`src/rtl/iwps_pkg.sv`:
```
// Shared types, constants and lookup functions for the wheel prime sieve.
// Depends on nothing; the top level, iwps_ctrl and iwps_dpath import it.
`timescale 1ns / 1ps
`default_nettype none

package iwps_pkg;

  // Default number of entries in the multiple table.
  localparam int unsigned IWPS_TABLE_DEPTH = 1024;

  // Field and register widths.
  localparam int LIMIT_W = 26;
  localparam int BASE_W  = 27;
  localparam int MULT_W  = 32;
  localparam int STEP_W  = 16;
  localparam int SLOT_W  = 3;
  localparam int SEED_W  = 4;
  localparam int OFFS_W  = 5;
  localparam int SQ_W    = 2 * LIMIT_W;

  localparam logic [SEED_W-1:0]  SEED_COUNT   = 4'd10;
  localparam logic [LIMIT_W-1:0] LIMIT_RESET  = 26'd1000;
  localparam logic [BASE_W-1:0]  WHEEL_SPAN   = 27'd30;
  localparam logic [LIMIT_W-1:0] FIRST_TABLED = 26'd7;
  localparam logic [LIMIT_W-1:0] LOWEST_PRIME = 26'd2;
  localparam logic [MULT_W-1:0]  MULT_SAT     = '1;
  localparam logic [SLOT_W-1:0]  LAST_SLOT    = 3'd7;

  // Fixed primes reported before the wheel walk starts.
  function automatic logic [LIMIT_W-1:0] seed_prime(input logic [SEED_W-1:0] idx);
    logic [LIMIT_W-1:0] val;
    case (idx)
      4'd0:    val = 26'd2;
      4'd1:    val = 26'd3;
      4'd2:    val = 26'd5;
      4'd3:    val = 26'd7;
      4'd4:    val = 26'd11;
      4'd5:    val = 26'd13;
      4'd6:    val = 26'd17;
      4'd7:    val = 26'd19;
      4'd8:    val = 26'd23;
      4'd9:    val = 26'd29;
      default: val = '0;
    endcase
    return val;
  endfunction

  // Residues mod 30 that are coprime to 2, 3 and 5.
  function automatic logic [OFFS_W-1:0] wheel_offset(input logic [SLOT_W-1:0] slot);
    logic [OFFS_W-1:0] val;
    case (slot)
      3'd0:    val = 5'd1;
      3'd1:    val = 5'd7;
      3'd2:    val = 5'd11;
      3'd3:    val = 5'd13;
      3'd4:    val = 5'd17;
      3'd5:    val = 5'd19;
      3'd6:    val = 5'd23;
      3'd7:    val = 5'd29;
      default: val = 5'd1;
    endcase
    return val;
  endfunction

  // Sequencer states.
  typedef enum logic [3:0] {
    S_IDLE,
    S_DISPATCH,
    S_SEED,
    S_CAND,
    S_READ,
    S_CHECK,
    S_VERDICT,
    S_SQUARE,
    S_ENTER,
    S_EMIT
  } iwps_state_t;

  // Commands from the sequencer to the datapath.
  typedef struct packed {
    logic accept;      // take the request word (clears the walk on restart)
    logic finish;      // no prime left: raise finished, result 0 / done
    logic take_seed;   // report the next fixed prime
    logic take_cand;   // load the next wheel candidate and advance the wheel
    logic read;        // read the table entry at the scan index
    logic step;        // advance the working multiple once more
    logic retire;      // write the entry back and move to the next one
    logic take_prime;  // the candidate survived the scan
    logic square;      // register the square of the new prime
    logic enter;       // add the new prime to the table if it is 7 or more and there is room
    logic emit;        // move the result into the output register
  } iwps_cmd_t;

  // Status from the datapath to the sequencer.
  typedef struct packed {
    logic               finished;
    logic               seed_pending;
    logic               seed_over;
    logic               cand_over;
    logic               table_empty;
    logic               more_steps;
    logic               last_entry;
    logic               composite;
    logic               out_free;
    logic [LIMIT_W-1:0] upper_limit;
  } iwps_status_t;

endpackage

`default_nettype wire

```
`src/rtl/iwps_ctrl.sv`:
```
// Sequencer of the wheel prime sieve: walks seeds, candidates and table entries.
// Uses iwps_pkg; commands iwps_dpath through iwps_cmd_t / iwps_status_t.
`timescale 1ns / 1ps
`default_nettype none

module iwps_ctrl
  import iwps_pkg::*;
(
  input  logic         clk,
  input  logic         rst,
  input  logic         in_valid,
  output logic         in_ready,
  input  iwps_status_t status,
  output iwps_cmd_t    cmd
);

  iwps_state_t state;
  iwps_state_t state_next;

  // State register.
  always_ff @(posedge clk) begin
    if (rst) begin
      state <= S_IDLE;
    end else begin
      state <= state_next;
    end
  end

  // Next state.
  always_comb begin
    state_next = state;
    case (state)
      S_IDLE: begin
        if (in_valid) state_next = S_DISPATCH;
      end
      S_DISPATCH: begin
        if (status.finished)          state_next = S_EMIT;
        else if (status.seed_pending) state_next = S_SEED;
        else                          state_next = S_CAND;
      end
      S_SEED: begin
        state_next = status.seed_over ? S_EMIT : S_SQUARE;
      end
      S_CAND: begin
        if (status.cand_over)        state_next = S_EMIT;
        else if (status.table_empty) state_next = S_VERDICT;
        else                         state_next = S_READ;
      end
      S_READ: begin
        state_next = S_CHECK;
      end
      S_CHECK: begin
        if (!status.more_steps) begin
          state_next = status.last_entry ? S_VERDICT : S_READ;
        end
      end
      S_VERDICT: begin
        state_next = status.composite ? S_CAND : S_SQUARE;
      end
      S_SQUARE: begin
        state_next = S_ENTER;
      end
      S_ENTER: begin
        state_next = S_EMIT;
      end
      S_EMIT: begin
        if (status.out_free) state_next = S_IDLE;
      end
      default: begin
        state_next = S_IDLE;
      end
    endcase
  end

  // Commands and request handshake.
  always_comb begin
    cmd      = '0;
    in_ready = 1'b0;
    case (state)
      S_IDLE: begin
        in_ready   = 1'b1;
        cmd.accept = in_valid;
      end
      S_DISPATCH: begin
        cmd.finish = status.finished;
      end
      S_SEED: begin
        cmd.finish    = status.seed_over;
        cmd.take_seed = !status.seed_over;
      end
      S_CAND: begin
        cmd.finish    = status.cand_over;
        cmd.take_cand = !status.cand_over;
      end
      S_READ: begin
        cmd.read = 1'b1;
      end
      S_CHECK: begin
        cmd.step   = status.more_steps;
        cmd.retire = !status.more_steps;
      end
      S_VERDICT: begin
        cmd.take_prime = !status.composite;
      end
      S_SQUARE: begin
        cmd.square = 1'b1;
      end
      S_ENTER: begin
        cmd.enter = 1'b1;
      end
      S_EMIT: begin
        cmd.emit = status.out_free;
      end
      default: begin
        cmd = '0;
      end
    endcase
  end

endmodule

`default_nettype wire
```
`config.mk`:
```
export PLATFORM = sky130hd
export DESIGN_NAME = iwps_ctrl
export DESIGN_NICKNAME = d
export VERILOG_FILES = /design/src/rtl/iwps_pkg.sv /design/src/rtl/iwps_ctrl.sv
export SDC_FILE = /design/constraint.sdc
export NUM_CORES = 1
export LEC_CHECK = 0
export BUFFER_PORTS_ARGS = -buffer_cell sky130_fd_sc_hd__buf_2
export CAP_MARGIN = 15
export CELL_PAD_IN_SITES_DETAIL_PLACEMENT = 1
export CELL_PAD_IN_SITES_GLOBAL_PLACEMENT = 1
export CORE_AREA = 2 2 49 51
export CTS_BUF_LIST = sky130_fd_sc_hd__clkbuf_16
export CTS_CLUSTER_DIAMETER = 120
export DETAILED_ROUTE_END_ITERATION = 6
export DIE_AREA = 0 0 51 53
export HOLD_SLACK_MARGIN = 0.05
export PLACE_DENSITY_LB_ADDON = 0.1
export SLEW_MARGIN = 25
export SYNTH_ARGS = -nofsm -noshare
export SYNTH_HDL_FRONTEND = slang
export SYNTH_SLANG_ARGS = --single-unit
```
`constraint.sdc`:
```
create_clock -name clk -period 2.01 [get_ports clk]
set_clock_uncertainty 0.2 [all_clocks]
set_input_delay 0.1005 -clock clk [delete_from_list [all_inputs] [get_ports clk]]
set_output_delay 0.1005 -clock clk [all_outputs]
set_load 0.02 [all_outputs]
```
After elaboration in Yosys (flattened, before gate mapping):

Index checks and enable logic that the tools add are counted.

* bits in registers: 4
* input bits: 38
* word-level logic and storage cells: 41

* eq/ne operators: 12
* multiplexer cells: 22
* reduce and logical (&&, ||, !) cells: 6

Operator list (number)
* case mux 4 bit (10 select lines): 1
* two-way mux 4 bit: 6
* equality test 4 x 3 -> 1 bit, second input constant: 4
* two-way mux 1 bit: 10
* equality test 4 x 2 -> 1 bit, second input constant: 2
* equality test 4 bit, second input constant: 2
* two-way mux 2 bit: 3
* != test 2 bit, second input constant: 3
* equality test 4 x 1 -> 1 bit, second input constant: 1
* zero test 1 bit: 4
* zero test 4 bit: 1
* two-way mux 3 bit: 1
* case mux 1 bit (3 select lines): 1
* AND reduction 3 bit: 1

Longest topological paths before layout:

* word-level depth: 3
* depth in mapped cells: 5
* gate-level depth less buffers: 4

Worst setup path before layout:

OpenSTA, ideal clock, no wires.

* path type: register -> output
* start: register state[2]
* end: output cmd[10] (netlist name)
* arrival: 1321 ps
* required time: 1709 ps
* setup slack: 388 ps
* stages on the path, launching flop included: 4
* cells stage by stage: dfxtp_1 buf_6 nor4_2 and2_1

RTL lines
* start: declaration: RTL line iwps_ctrl.sv:17 `iwps_state_t state;`
* start signal: assignment: RTL line iwps_ctrl.sv:25 `state <= state_next;`
* end: declaration: RTL line iwps_ctrl.sv:14 `output iwps_cmd_t cmd`

==> flow_metrics.tcl <==
set metrics [dict create \
    period_needed_ns 1.88 \
    slew-limit-headroom 0.591 \
    largest_register_ffs 4 \
    stdcell_area_um2 666 \
    r2r-start "state[2]" \
    synth_mux_area_frac 0.0458 \
    crit_arrival_ns 1.58 \
    fin_nets 121 \
    r2r_setup_slack_ns 0.38 \
    numPortBuffers 23 \
    synth_fa_ha_area_frac 0 \
    drc 0 \
    cts-resized-gates 0 \
    syn_to_final_growth_pct 52.4 \
    drv_cap 0 \
    die_h_um 53 \
    tightestPinTransition_ns 0.613 \
    power_density_nw_per_um2 901 \
    final.setup.tns_ns 0 \
    grt_pass1_vias 504 \
    seqPwrFrac 0.174 \
    wl_um 1360 \
    crit_path_max_fanout 12 \
    whs_path_depth 3 \
    min_to "state[3]" \
    slew_viol_final 0 \
    hold_viol_final 0 \
    final.period_utilization 0.936 \
    crit_type "flop to primary output" \
    clk_path_buf_depth 2 \
    drive_above_1_share 0.432 \
    rsz0062_at_grt "no" \
    core-area_um2 2150 \
    synth_area_per_cell_um2 7.94 \
    power.clock.fraction 0.509 \
    syn-num-nets 93 \
    cts_hold_buf 2 \
    h-tree-depth 1 \
    netSwitchingPower_w 0.000177 \
    stdcell_count 109 \
    first_pass_iters 1 \
    rows 17 \
    p_total_w 0.000600 \
    initial_core_util 0.203 \
    setup_viol 0 \
    clk_pin_slew_ns 0.03 \
    critPathRequiredTime_ns 1.71 \
    cts_root_buf "clkbuf_16" \
    hpwl_um 1020 \
    regMostFlops "state" \
    p_int_w 0.000423 \
    boundaryPins 50 \
    grt_overflow 0 \
    min_path_type "input pin to flop" \
    ff2ff_path_depth 4 \
    clk_latency_ns 0.22 \
    synthXorXnorAreaFrac 0 \
    grt_usage 0.118 \
    dr.first_iter.drc_count 0 \
    dieArea_um2 2700 \
    sw_frac_of_total 0.295 \
    die_w_um 51 \
    syn_inst 55 \
    critPathCaptureType "primary output" \
    antenna_found_initial 0 \
    grt_pass1_wl_um 2370 \
    cts_buffers 3 \
    synth_seq_cells 4 \
    dr_total_vias 499 \
    synth_top_family_by_area "simple AND/OR/NAND/NOR gates" \
    largestRegisters "state (4)" \
    vias_per_cell 4.58 \
    synth_area_um2 437 \
    yosysSeqAreaShare 0.183 \
    startpoint_type "flop" \
    synthSimpleGateAreaFrac 0.539 \
    p_comb_frac 0.317 \
    dp_cells 104 \
    place_congestion 0.701 \
    final_common_cell "buf_2" \
    nFillCells 269 \
    postCtsSetupBuffers 0 \
    ant_nets 0 \
    layout_common_cells "23 x buf_2, 6 x nor2_1, 5 x nor3_1" \
    reg2reg_to "state[1]" \
    ir_drop_mv 0.863 \
    dpl-instance-area_um2 571 \
    cts_sinks 4 \
    fmax_mhz 531 \
    status "finished, final reports clean" \
    wl_per_cell_um 12.5 \
    diodes 0 \
    final_util 0.310 \
    min_from "status[32]" \
    synth_compound_area_frac 0.143 \
    cts_tree "yes" \
    synth_cell_types 27 \
    yosysWarnings 0 \
    grt_max_degree 16 \
    p_leak_nw 0.306 \
]
==> Yosys cell counts, drive strengths merged <==
cell | instances | area, um^2
a21oi | 4 | 20.0
a2bb2oi | 1 | 8.76
a31oi | 1 | 6.26
a32oi | 1 | 8.76
and2 | 1 | 6.26
and2b | 2 | 15.0
and3b | 1 | 8.76
buf | 4 | 31.3
dfxtp | 4 | 80.1
inv | 2 | 7.51
mux2i | 2 | 20.0
nand2 | 4 | 15.0
nand2b | 5 | 33.8
nand4bb | 1 | 11.3
nor2 | 6 | 22.5
nor2b | 1 | 6.26
nor3 | 7 | 45.0
nor3b | 1 | 7.51
nor4 | 2 | 25.0
nor4b | 2 | 38.8
o21ai | 2 | 10.0
o41ai | 1 | 8.76
==> critical path, stage by stage (launching register included) <==
cell,delay [ns]
dfxtp_1,0.59
mux2i_1,0.14
nor3_1,0.30
a21oi_1,0.11
inv_1,0.07
buf_2,0.15
==> worst max-delay path by stage <==
stage / depth (start not counted) / start / to
floorplan: 3 / state[2] / cmd[10]
global placement: 5 / state[1] / cmd[9]
detailed placement: 4 / state[1] / state[1]
CTS: 5 / state[1] / cmd[9]
global route: 5 / state[1] / cmd[9]
finish: 5 / state[1] / cmd[9]
==> power by group through the flow <==
stage | clock network [W] | logic, W | registers [W]
after floorplan | 0 | 0.000140 | 0.0000982
after global placement | 0 | 0.000190 | 0.000105
after detailed placement | 0 | 0.000190 | 0.000105
after CTS | 0.000310 | 0.000195 | 0.000104
after global routing | 0.000322 | 0.000214 | 0.000106
final | 0.000305 | 0.000190 | 0.000104
==> per-layer routing <==
metal | vias up | track usage | part of all wire
met2 | 17 | 0.186 | 0.44
met4 | 0 | 0.0270 | 0
li1 | 252 | - | -
met5 | - | 0 | 0
met1 | 230 | 0.150 | 0.49
met3 | 0 | 0.0452 | 0.070
==> cells by family (layout without fill, tap and decap cells) <==
family / count (synthesis) / count (layout)
mux: 2 / 2
flops: 4 / 4
simple gates: 33 / 33
compound gates: 10 / 10
buf+inv: 6 / 32
==> stage by stage <==
step	hold WS (ns)	setup WS [ns]
2_1_floorplan	-0.0304	0.388
3_3_place_gp	0.126	0.342
3_5_place_dp	0.123	0.363
4_1_cts	0.0503	0.0964
5_1_grt	0.0724	0.00343
6_report	0.0448	0.128
==> cell type report <==
cell class                      count  area, um^2  share of cell area
Clock buffer                        3        75.1               0.113
Inverter                            2        7.51              0.0113
Multi-Input combinational cell     45         318               0.477
Sequential cell                     4        80.1               0.120
Tap cell                           28        35.0              0.0526
Timing Repair Buffer               27         150               0.226
No activity file was read; power rests on OpenSTA's default activity.
